$ cat src/design/stepper_microstep_positioner_assert.svh
// Assertion macros for the stepper microstep positioner.
// Included by the top level; needs no package.
`ifndef STEPPER_MICROSTEP_POSITIONER_ASSERT_SVH
`define STEPPER_MICROSTEP_POSITIONER_ASSERT_SVH
`ifndef SYNTHESIS
`define SMP_ASSERT_IMP(name, clk, rst_n, ante, cons) \
	name: assert property (@(posedge clk) disable iff (!rst_n) (ante) |-> (cons)) \
		else $error("implication check failed");
`define SMP_ASSERT_NEXT(name, clk, rst_n, ante, cons) \
	name: assert property (@(posedge clk) disable iff (!rst_n) (ante) |=> (cons)) \
		else $error("next-cycle check failed");
`else
`define SMP_ASSERT_IMP(name, clk, rst_n, ante, cons)
`define SMP_ASSERT_NEXT(name, clk, rst_n, ante, cons)
`endif
`endif

$ cat src/design/stp_pkg.sv
// Package for the stepper microstep positioner: widths, command and register
// codes, coil types and the level table. No dependencies.
`default_nettype none
package stp_pkg;
	localparam int SUBSTEP_BITS = 4;
	localparam int TIMER_WIDTH = 20;
	localparam int POS_W = 32;
	localparam int SIZE_W = 8;
	localparam int PERIOD_W = 20;
	localparam int LEVEL_W = 8;
	localparam int CFG_DATA_W = 20;

	localparam logic [2:0] MODE_FWD = 3'b001;
	localparam logic [2:0] MODE_REV = 3'b010;
	localparam logic [2:0] MODE_PWR = 3'b100;
	localparam logic [2:0] MODE_OFF = 3'b000;

	localparam logic [3:0] COIL_A_PATTERN = 4'b0011;
	localparam logic [3:0] COIL_B_PATTERN = 4'b1001;

	typedef enum logic [2:0] {
		CMD_TICK     = 3'd0,
		CMD_MOVE_TO  = 3'd1,
		CMD_MOVE_BY  = 3'd2,
		CMD_RUN_FWD  = 3'd3,
		CMD_RUN_REV  = 3'd4,
		CMD_HOLD     = 3'd5,
		CMD_RELEASE  = 3'd6
	} cmd_t;

	typedef enum logic [0:0] {
		REG_SUBSTEP_SIZE = 1'b0,
		REG_STEP_PERIOD  = 1'b1
	} cfg_idx_t;

	typedef struct packed {
		logic               a_plus;
		logic               a_minus;
		logic [LEVEL_W-1:0] a_drive;
		logic               b_plus;
		logic               b_minus;
		logic [LEVEL_W-1:0] b_drive;
	} coil_t;

	localparam logic [LEVEL_W-1:0] LEVEL_TABLE [17] = '{
		8'h00, 8'h19, 8'h32, 8'h4a, 8'h62, 8'h78, 8'h8e, 8'ha2,
		8'hb4, 8'hc5, 8'hd4, 8'he1, 8'hec, 8'hf4, 8'hfa, 8'hfe, 8'hff};

	function automatic logic [LEVEL_W-1:0] level_lookup(input logic [SUBSTEP_BITS:0] idx);
		logic [SUBSTEP_BITS+4:0] scaled;
		logic [4:0]              k;
		scaled = {idx, 4'b0000} >> SUBSTEP_BITS;
		if (scaled > (SUBSTEP_BITS+5)'(16)) begin
			k = 5'd16;
		end else begin
			k = scaled[4:0];
		end
		return LEVEL_TABLE[k];
	endfunction
endpackage
`default_nettype wire

$ cat src/design/stp_drive.sv
// Coil drive decode: quadrant and substep of a position to polarities and levels.
// Uses stp_pkg.
`default_nettype none
module stp_drive (
	input  wire logic [stp_pkg::POS_W-1:0] position,
	output stp_pkg::coil_t                 coil
);
	import stp_pkg::*;

	logic [1:0]              quad;
	logic [SUBSTEP_BITS-1:0] sub;
	logic [SUBSTEP_BITS:0]   sub_up;
	logic [SUBSTEP_BITS:0]   sub_dn;
	logic                    a1;
	logic                    b1;

	assign quad   = position[SUBSTEP_BITS+1:SUBSTEP_BITS];
	assign sub    = position[SUBSTEP_BITS-1:0];
	assign sub_up = {1'b0, sub};
	assign sub_dn = (SUBSTEP_BITS+1)'(1 << SUBSTEP_BITS) - {1'b0, sub};
	assign a1     = COIL_A_PATTERN[quad];
	assign b1     = COIL_B_PATTERN[quad];

	always_comb begin
		coil.a_plus  = a1;
		coil.a_minus = ~a1;
		coil.b_plus  = b1;
		coil.b_minus = ~b1;
		if (!quad[0]) begin
			coil.a_drive = level_lookup(sub_up);
			coil.b_drive = level_lookup(sub_dn);
		end else begin
			coil.a_drive = level_lookup(sub_dn);
			coil.b_drive = level_lookup(sub_up);
		end
	end
endmodule
`default_nettype wire

$ cat src/design/stp_core.sv
// Positioner state and next-state logic: goal, mode, timer, step and coil state.
// Uses stp_pkg and stp_drive.
`default_nettype none
module stp_core (
	input  wire logic                          clk,
	input  wire logic                          arst_n,
	input  wire logic                          fire,
	input  wire logic [2:0]                    command,
	input  wire logic [stp_pkg::POS_W-1:0]     value,
	input  wire logic [stp_pkg::SIZE_W-1:0]    substep_size,
	input  wire logic [stp_pkg::PERIOD_W-1:0]  step_period,
	output logic      [stp_pkg::POS_W-1:0]     position,
	output stp_pkg::coil_t                     coil,
	output logic                               powered
);
	import stp_pkg::*;

	logic [POS_W-1:0]       pos_q, pos_d;
	logic [POS_W-1:0]       goal_q, goal_d;
	logic [2:0]             mode_q, mode_d;
	logic                   en_q, en_d;
	logic [TIMER_WIDTH-1:0] timer_q, timer_d;
	coil_t                  coil_q, coil_d;

	logic [TIMER_WIDTH-1:0] timer_inc;
	logic                   due;
	logic [POS_W-1:0]       step;
	logic [POS_W-1:0]       goal_run;
	logic [POS_W-1:0]       pos_fwd;
	logic [POS_W-1:0]       pos_new;
	logic [POS_W-1:0]       drive_pos;
	coil_t                  coil_new;

	assign timer_inc = (timer_q == '1) ? timer_q : timer_q + TIMER_WIDTH'(1);
	assign due       = 32'(timer_inc) >= 32'(step_period);
	assign step      = POS_W'(substep_size);

	always_comb begin
		goal_run = goal_q;
		if (pos_q == goal_q) begin
			if ((mode_q & MODE_FWD) != MODE_OFF) goal_run = pos_q + step;
			if ((mode_q & MODE_REV) != MODE_OFF) goal_run = pos_q - step;
		end
		pos_fwd = ($signed(pos_q) < $signed(goal_run)) ? pos_q + step : pos_q;
		pos_new = ($signed(goal_run) < $signed(pos_fwd)) ? pos_fwd - step : pos_fwd;
	end

	assign drive_pos = en_q ? pos_new : pos_q;

	stp_drive u_drive (
		.position (drive_pos),
		.coil     (coil_new)
	);

	always_comb begin
		pos_d   = pos_q;
		goal_d  = goal_q;
		mode_d  = mode_q;
		en_d    = en_q;
		timer_d = timer_q;
		coil_d  = coil_q;
		case (command)
			CMD_TICK: begin
				timer_d = timer_inc;
				if ((mode_q & MODE_PWR) != MODE_OFF) begin
					if (!en_q) begin
						coil_d  = coil_new;
						timer_d = '0;
						en_d    = 1'b1;
					end else if (due) begin
						goal_d  = goal_run;
						pos_d   = pos_new;
						coil_d  = coil_new;
						timer_d = '0;
					end
				end else if (en_q) begin
					coil_d = '0;
					en_d   = 1'b0;
				end
			end
			CMD_MOVE_TO: begin
				goal_d = value;
				mode_d = MODE_PWR;
			end
			CMD_MOVE_BY: begin
				goal_d = goal_q + value;
				mode_d = MODE_PWR;
			end
			CMD_RUN_FWD: begin
				goal_d = pos_q;
				mode_d = MODE_FWD | MODE_PWR;
			end
			CMD_RUN_REV: begin
				goal_d = pos_q;
				mode_d = MODE_REV | MODE_PWR;
			end
			CMD_HOLD: begin
				goal_d = pos_q;
				mode_d = MODE_PWR;
			end
			CMD_RELEASE: begin
				mode_d = MODE_OFF;
			end
			default: begin
			end
		endcase
	end

	always_ff @(posedge clk or negedge arst_n) begin
		if (!arst_n) begin
			pos_q   <= '0;
			goal_q  <= '0;
			mode_q  <= MODE_OFF;
			en_q    <= 1'b0;
			timer_q <= '0;
			coil_q  <= '0;
		end else if (fire) begin
			pos_q   <= pos_d;
			goal_q  <= goal_d;
			mode_q  <= mode_d;
			en_q    <= en_d;
			timer_q <= timer_d;
			coil_q  <= coil_d;
		end
	end

	assign position = pos_q;
	assign coil     = coil_q;
	assign powered  = en_q;
endmodule
`default_nettype wire

$ cat src/design/stepper_microstep_positioner.sv
// Top level of the stepper microstep positioner: request register, configuration
// registers and result handshake. Uses stp_pkg, stp_core and the assertion header.
//
//   Channel  Signals                              Direction
//   in       in_valid, in_stall, command, value   request in
//   out      out_valid, out_stall, position,      result out
//            a_plus/a_minus/a_drive,
//            b_plus/b_minus/b_drive, powered
//   cfg      cfg_wr_en, cfg_index, cfg_data       register write in
//
// One request per cycle unless stalled; its result follows the request register.
// The state registers are the result register, so a request updates them only
// when the previous result has been taken or is being taken.
// Reset clears all but the request payload; step size reads 1, step period 1000.
// A stalled result stops the request register, which then stalls the input.
`default_nettype none
`include "stepper_microstep_positioner_assert.svh"
module stepper_microstep_positioner (
	input  wire logic                           clk,
	input  wire logic                           arst_n,
	input  wire logic                           in_valid,
	output logic                                in_stall,
	input  wire logic [2:0]                     command,
	input  wire logic signed [31:0]             value,
	output logic                                out_valid,
	input  wire logic                           out_stall,
	output logic signed [31:0]                  position,
	output logic                                a_plus,
	output logic                                a_minus,
	output logic [7:0]                          a_drive,
	output logic                                b_plus,
	output logic                                b_minus,
	output logic [7:0]                          b_drive,
	output logic                                powered,
	input  wire logic                           cfg_wr_en,
	input  wire logic [0:0]                     cfg_index,
	input  wire logic [stp_pkg::CFG_DATA_W-1:0] cfg_data
);
	import stp_pkg::*;

	logic                req_valid_s1;
	logic [2:0]          cmd_s1;
	logic [POS_W-1:0]    value_s1;
	logic                out_valid_q;
	logic                advance;
	logic                fire;
	logic [SIZE_W-1:0]   substep_size_q;
	logic [PERIOD_W-1:0] step_period_q;
	logic [POS_W-1:0]    pos_w;
	coil_t               coil_w;
	logic                powered_w;
	logic                coils_off;
	logic                polarity_ok;

	assign advance  = !out_valid_q || !out_stall;
	assign fire     = req_valid_s1 && advance;
	assign in_stall = req_valid_s1 && !advance;

	always_ff @(posedge clk or negedge arst_n) begin
		if (!arst_n) begin
			req_valid_s1 <= 1'b0;
		end else if (!in_stall) begin
			req_valid_s1 <= in_valid;
		end
	end

	always_ff @(posedge clk) begin
		if (in_valid && !in_stall) begin
			cmd_s1   <= command;
			value_s1 <= value;
		end
	end

	always_ff @(posedge clk or negedge arst_n) begin
		if (!arst_n) begin
			out_valid_q <= 1'b0;
		end else if (fire) begin
			out_valid_q <= 1'b1;
		end else if (!out_stall) begin
			out_valid_q <= 1'b0;
		end
	end

	always_ff @(posedge clk or negedge arst_n) begin
		if (!arst_n) begin
			substep_size_q <= SIZE_W'(1);
			step_period_q  <= PERIOD_W'(1000);
		end else if (cfg_wr_en) begin
			unique case (cfg_idx_t'(cfg_index))
				REG_SUBSTEP_SIZE: substep_size_q <= cfg_data[SIZE_W-1:0];
				REG_STEP_PERIOD:  step_period_q  <= cfg_data[PERIOD_W-1:0];
				default: begin
				end
			endcase
		end
	end

	stp_core u_core (
		.clk          (clk),
		.arst_n       (arst_n),
		.fire         (fire),
		.command      (cmd_s1),
		.value        (value_s1),
		.substep_size (substep_size_q),
		.step_period  (step_period_q),
		.position     (pos_w),
		.coil         (coil_w),
		.powered      (powered_w)
	);

	assign out_valid = out_valid_q;
	assign position  = $signed(pos_w);
	assign a_plus    = coil_w.a_plus;
	assign a_minus   = coil_w.a_minus;
	assign a_drive   = coil_w.a_drive;
	assign b_plus    = coil_w.b_plus;
	assign b_minus   = coil_w.b_minus;
	assign b_drive   = coil_w.b_drive;
	assign powered   = powered_w;

	assign coils_off   = (coil_w == '0);
	assign polarity_ok = (a_plus != a_minus) && (b_plus != b_minus);

	`SMP_ASSERT_IMP(a_off_coils_quiet, clk, arst_n, out_valid && !powered, coils_off)
	`SMP_ASSERT_IMP(a_on_polarity, clk, arst_n, out_valid && powered, polarity_ok)
	`SMP_ASSERT_IMP(a_stall_needs_req, clk, arst_n, in_stall, req_valid_s1 && out_valid_q)
	`SMP_ASSERT_NEXT(a_fire_shows_result, clk, arst_n, fire, out_valid)
endmodule
`default_nettype wire
$ cat config.mk
export PLATFORM = sky130hd
export DESIGN_NAME = stepper_microstep_positioner
export DESIGN_NICKNAME = d
export VERILOG_FILES = /design/src/design/stp_pkg.sv /design/src/design/stp_drive.sv /design/src/design/stp_core.sv /design/src/design/stepper_microstep_positioner.sv
export VERILOG_INCLUDE_DIRS = /design/src /design/src/design
export SDC_FILE = /design/constraint.sdc
export NUM_CORES = 1
export LEC_CHECK = 0
export BUFFER_PORTS_ARGS = -buffer_cell sky130_fd_sc_hd__buf_2
export CORE_MARGIN = 2
export CORE_UTILIZATION = 45
export CTS_CLUSTER_SIZE = 25
export DETAILED_ROUTE_END_ITERATION = 8
export SETUP_SLACK_MARGIN = 0.02
export SYNTH_ARGS = -nofsm -noshare
export SYNTH_HDL_FRONTEND = slang
export SYNTH_SLANG_ARGS = --single-unit
export TNS_END_PERCENT = 50
$ cat constraint.sdc
create_clock -name clk -period 10.52 [get_ports clk]
set_input_delay 2.104 -clock clk [delete_from_list [all_inputs] [get_ports clk]]
set_output_delay 2.104 -clock clk [all_outputs]
set_load 0.05 [all_outputs]
==> results of run 1 <==
[worst min path at each step]
stage / from / cells after the start / end
after floorplan: u_core.timer_q[16]$_DFFE_PN0P_ / 2 / u_core.timer_q[16]$_DFFE_PN0P_
after global placement: u_core.coil[8]$_DFFE_PN0P_ / 2 / u_core.coil[8]$_DFFE_PN0P_
after detailed placement: u_core.coil[18]$_DFFE_PN0P_ / 2 / u_core.coil[18]$_DFFE_PN0P_
after CTS: u_core.coil[18]$_DFFE_PN0P_ / 2 / u_core.coil[18]$_DFFE_PN0P_
after global routing: u_core.coil[18]$_DFFE_PN0P_ / 2 / u_core.coil[18]$_DFFE_PN0P_
final: u_core.coil[18]$_DFFE_PN0P_ / 2 / u_core.coil[18]$_DFFE_PN0P_
[final cells by class]
cell class | count | area, um2 | share of cell area [%]
Multi-Input combinational cell | 1630 | 11500 | 59.7
Tap cell | 468 | 586 | 3.03
Inverter | 113 | 428 | 2.22
Clock inverter | 12 | 113 | 0.584
Sequential cell | 173 | 4520 | 23.4
Timing Repair Buffer | 255 | 1640 | 8.48
Clock buffer | 20 | 489 | 2.54
[through the flow]
step	util [%]	cell area, um2	std cells
after detailed placement	50.0	18200	2612
after floorplan	-	16700	2027
final	53.0	19300	2671
after global placement	50.0	18200	2612
after global routing	53.0	19300	2671
after CTS	51.7	18800	2645
[flip-flops by register name, summed over array words and instances, names as in the netlist]
| register | count |
|---|---|
| step_period_q | 20 |
| u_core.powered | 1 |
| u_core.timer_q | 20 |
| u_core.mode_q | 3 |
| u_core.position | 32 |
| req_valid_s1 | 1 |
| u_core.coil | 20 |
| cmd_s1 | 3 |
| substep_size_q | 8 |
| out_valid | 1 |
| value_s1 | 32 |
| u_core.goal_q | 32 |
[per-layer routing]
metal	vias up	part of all wire (%)	GRT usage, %
li1	7656	-	-
met1	7869	44	39.9
met2	557	47	50.6
met3	96	5.9	3.70
met4	0	3.2	10.9
met5	-	0	0
[kinds of logic after synthesis]
kind of cell	after synthesis	synth area share [%]
DFF	173	27.2
and+or+nand+nor	690	20.2
xor gates and xnor gates	186	10.0
muxes	29	1.95
buffers and inverters	224	5.45
AOI/OAI and AO/OA	574	23.6
adders and majority gates	151	11.5
[power groups by stage]
stage / combinational, mW / clock (mW) / sequential (mW)
6_report: 2.73 / 0.674 / 0.929
5_1_grt: 3.00 / 0.715 / 0.942
4_1_cts: 2.57 / 0.686 / 0.925
3_5_place_dp: 2.55 / 0 / 0.938
3_3_place_gp: 2.52 / 0 / 0.935
2_1_floorplan: 1.82 / 0 / 1.00
[critical path: cells and delay by family (launching register included)]
family / cells / cell delay, ps
and+or+nand+nor: 13 / 2750
adders and majority gates: 6 / 1590
buffers and inverters: 4 / 570
DFF: 1 / 450
AOI/OAI and AO/OA: 21 / 4270
xor gates and xnor gates: 2 / 380
[repair_timing]
action                                  4_1_cts  5_1_grt
hold endpoints to repair                      0        0
pin swaps                                     1       40
buffers inserted                              1       26
resized for setup                             4       60
endpoints found under the setup margin        8       14
[Yosys cell counts (7+ instances only)]
cell type	n	area, um2
nand4_1	33	206
o31a_1	7	61.3
or3_1	12	75.1
and2_1	12	75.1
edfxtp_1	35	1050
buf_2	7	35.0
nand2b_1	26	163
dfrtp_1	131	3280
inv_1	108	405
nor3_1	44	220
dfstp_2	7	184
o21ai_1	13	65.1
a211oi_1	16	120
a22oi_1	19	143
a21o_1	42	315
clkbuf_1	89	334
o211ai_1	10	75.1
mux2_2	22	248
a21oi_1	116	581
o221ai_1	22	193
a221o_1	15	150
and4_1	8	70.1
nand3_1	49	245
a221oi_1	12	105
nand2_1	208	781
o21ai_0	140	701
a31oi_1	25	156
nor2_1	182	683
o31ai_1	16	120
nor2b_1	20	125
o21bai_1	8	60.1
o21a_1	16	120
ha_1	147	1840
xor2_1	81	709
o22ai_1	26	163
nor4_1	20	125
and3_1	29	181
xnor2_1	103	902
==> results.cfg, run 1 <==
[setup_path]
cp_slowest_stage_delay_ps = 510
worstPathArrival_ps = 10490
crit_end = u_core.coil[13]$_DFFE_PN0P_
required_ps = 10870
end_kind = register
slowest_stage = or4_4
critPathKind = reg -> reg
r2r_cells = 46
path_max_fanout = 5
start_kind = register
critPathLaunch = u_core.position[1]$_DFFE_PN0P_
crit_top_cell = a21o_1
rr_startpoint = u_core.position[1]$_DFFE_PN0P_
worstReg2RegEnd = u_core.coil[13]$_DFFE_PN0P_
rrSetupSlack_ps = 380

[place]
preCtsSetupSlack_ps = -146
io_buffers = 115
hpwlAfterDp_um = 44300
place.gp.congestion = 0.990

[floorplan]
boundaryPins = 116
die_h_um = 196
rows = 70
coreArea_mm2 = 0.0364
dieArea_mm2 = 0.0384
start_util_pct = 45.5
dieWidth_um = 196

[pwr]
p_leak_nw = 8.79
power_mw = 4.33
powerDensity_mw_per_mm2 = 224
peakVddDrop_mv = 0.139
internal_power_mw = 2.23
switchingPower_mw = 2.10
pwr-share-comb_pct = 63.0
p_sw_share_pct = 48.4
clkPwrFrac_pct = 15.6
seqPwrFrac_pct = 21.4

[detailed_routing]
wire_per_inst_um = 21.5
firstDrtPassIters = 6
vias = 16200
ant_nets = 0
drt_wl_total_um = 57300
vias_per_cell = 6.06
drc = 0
drt_iter0_markers = 1226

[synthesis]
yosysWarnings = 0
async_flop_share_pct = 79.8
seq_area_frac_synth_pct = 27.2
ys_ff_latch = 173
synth_cell_types = 105
synth.avg_cell_area_um2 = 8.17
synth_edf_count = 35
synth_top_flop_cell = dfrtp_1
syn_inst = 2027
synth.net_count = 2238
synthesis.area_mm2 = 0.0166

[grt]
grt_pass1_vias = 15800
globalRouteOverflowTotal = 0
grt_pass1_wl_um = 90100
grt_usage_pct = 30.1
grt_max_degree = 93
antenna_found_initial = 0

[clock_network]
insertion_delay_ps = 470
hold_buffers = 0
clk_path_buf_depth = 2
cts.sinks = 173
tritoncts = built
clock-root-buffer = clkbuf_16
path_clk_slew_ps = 80
htreeDepth = 4
numCtsBuffers = 17

[final_layout]
diodes = 0
area_growth_pct = 16.5
fin_nets = 2401
n_fill_cell = 3501
layout_common_cells = nand2_1 (208), nor2_1 (179), ha_1 (140)
layout_commonest_cell = nand2_1
drive_gt1_share_pct = 19.6

[timing]
timing.final.hold_violations = 0
hold_slack_ps = 478
fin_crit_ps = 10140
timing.fmax_mhz = 98.6
drv_slew = 0
fin_crit_sh_pct = 96.4
fin_tns_setup_ps = 0
skew_ps = 16.5
tightest_slew_ps = 987
fin_ws_ps = 382
setup_viol = 0
relSlewSlack_pct = 34.2

[run_status]
status = completed

[run]
maxCapViolations = 0

[min_path]
hold_class = reg -> reg
Power figures use the tool's default switching activity.
==> run 2: changes to the inputs <==
clock period = 8.7 ns   (was 10.52 ns; I/O delays follow)
==> run 2 against run 1 <==
  * The run now ends with setup timing left
  * Highest routed layer unchanged
  * Non-clock buffer count increased by 244
  * Maximum frequency increased by 3.4%
  * Global-route usage increased by 1.1 points
  * Via count increased by 5.5%
  * Sequential share of layout area decreased by 2.7 points
  * Sequential cell count unchanged
  * Worst setup slack got worse by 1500 ps
  * First-iteration DRC count increased by 11%
==> results.cfg, run 2 (same netlist as run 1, synthesis figures left out) <==
[pwr]
power_mw = 6.16
switchingPower_mw = 2.85
p_leak_nw = 10.2
powerDensity_mw_per_mm2 = 283
pwr-share-comb_pct = 70.1
p_sw_share_pct = 46.3
clkPwrFrac_pct = 12.6
peakVddDrop_mv = 0.209
seqPwrFrac_pct = 17.3
internal_power_mw = 3.31

[clock_network]
insertion_delay_ps = 480
hold_buffers = 0
htreeDepth = 4
clk_path_buf_depth = 2
tritoncts = built
clock-root-buffer = clkbuf_16
numCtsBuffers = 17
path_clk_slew_ps = 80
cts.sinks = 173

[grt]
grt_usage_pct = 31.2
grt_most_used_layer = met2
globalRouteOverflowTotal = 0
antenna_found_initial = 0
grt_use_met2_pct = 49.8
grt_pass1_wl_um = 92700
use_met1_pct = 41.6
grtUsageMet3_pct = 5.76
grt_pass1_vias = 16600
grt_max_degree = 58

[final_layout]
fin_nets = 2645
seq_area_mm2 = 0.00452
multi_input_area_mm2 = 0.0121
area_growth_pct = 31.5
diodes = 0
fin_cells = 2915
drive_gt1_share_pct = 30.4
layout_common_cells = buf_4 (363), nand2_1 (204), nor2_1 (168)
layout_commonest_cell = buf_4
n_fill_cell = 3297
finalInstanceArea_mm2 = 0.0218

[floorplan]
boundaryPins = 116
rows = 70
die_h_um = 196
coreArea_mm2 = 0.0364
dieWidth_um = 196
dieArea_mm2 = 0.0384
start_util_pct = 45.5

[setup_path]
critPathKind = reg -> reg
worstPathArrival_ps = 10160
cp_slowest_stage_delay_ps = 580
start_kind = register
crit_top_cell = a21o_1
end_kind = register
slowest_stage = dfstp_2
path_max_fanout = 6
required_ps = 9060

[timing]
tightest_slew_ps = 1070
rsz0062_at_grt = true
timing.final.hold_violations = 0
drv_slew = 0
fin_crit_sh_pct = 113
setup_viol = 39
timing.fmax_mhz = 102
skew_ps = 17.5
fin_ws_ps = -1100
fin_crit_ps = 9800
relSlewSlack_pct = 28.4

[place]
placed_cell_area_mm2 = 0.0203
hpwlAfterDp_um = 46300
preCtsSetupSlack_ps = -1210
place_inst = 2839
io_buffers = 115
place.gp.congestion = 0.959

[detailed_routing]
wire_per_inst_um = 20.5
drt_wl_total_um = 59900
drt_iter0_markers = 1361
firstDrtPassIters = 5
drc = 0
ant_nets = 0
vias = 17100
vias_per_cell = 5.86

[run_status]
failed_checks = setup timing
status = complete, but fails checks

[run]
maxCapViolations = 0

[min_path]
hold_class = reg -> reg
run 2: final timing paths:
| check | from | end | slack, ps | cells after the start |
|---|---|---|---|---|
| max | substep_size_q[0]$_DFFE_PN1P_ | u_core.coil[3]$_DFFE_PN0P_ | -1100 | 47 |
| min | u_core.coil[4]$_DFFE_PN0P_ | u_core.coil[4]$_DFFE_PN0P_ | 480 | 2 |
| max reg2reg | substep_size_q[0]$_DFFE_PN1P_ | u_core.coil[3]$_DFFE_PN0P_ | -1100 | 47 |
| min reg2reg | u_core.coil[4]$_DFFE_PN0P_ | u_core.coil[4]$_DFFE_PN0P_ | 480 | 2 |
| max in group asynchronous | arst_n | u_core.position[2]$_DFFE_PN0P_ | 6290 | 2 |
| min in group asynchronous | arst_n | u_core.goal_q[27]$_DFFE_PN0P_ | 1190 | 1 |
run 2: worst max-delay path: cells and delay by family (launching register included):
kind / cells / cell delay [ps]
AOI/OAI and AO/OA: 22 / 4120
xor gates and xnor gates: 2 / 410
adders and majority gates: 7 / 1740
buffers and inverters: 3 / 270
DFF: 1 / 580
and+or+nand+nor: 13 / 2540
run 2: final cells by class:
cell class,count,area share (%)
clock buffers,19,1.99
clock inverters,13,0.591
inverters,113,1.96
multi-input cells,1630,55.3
flip-flops and latches,173,20.8
well taps,468,2.69
repair buffers,499,16.7
run 2: power groups by stage:
stage | registers [mW] | logic, mW | clock network (mW)
global route | 1.08 | 4.67 | 0.823
floorplan | 1.21 | 2.30 | 0
global placement | 1.08 | 3.62 | 0
CTS | 1.07 | 3.98 | 0.791
detailed placement | 1.08 | 3.67 | 0
finish | 1.07 | 4.32 | 0.777
run 2: routing by layer:
metal  vias to the layer above  wire (um)
li1                       8162          -
met1                      8224      26100
met2                       563      27500
met3                       123       3800
met4                         0       2410
met5                         -          0
run 2: through the flow:
stage	hold slack, ps	TNS, ps	utilization (%)
2_1_floorplan	464	-13260	-
3_3_place_gp	476	-12090	55.6
3_5_place_dp	470	-20660	55.6
4_1_cts	488	-11220	58.5
5_1_grt	526	-40300	59.8
6_report	480	-21310	59.8
run 2: timing repair:
item                                    4_1_cts  5_1_grt
endpoints found under the setup margin       40       50
buffers inserted                             32       14
pin swaps                                    45       60
gates resized for setup                      56       89
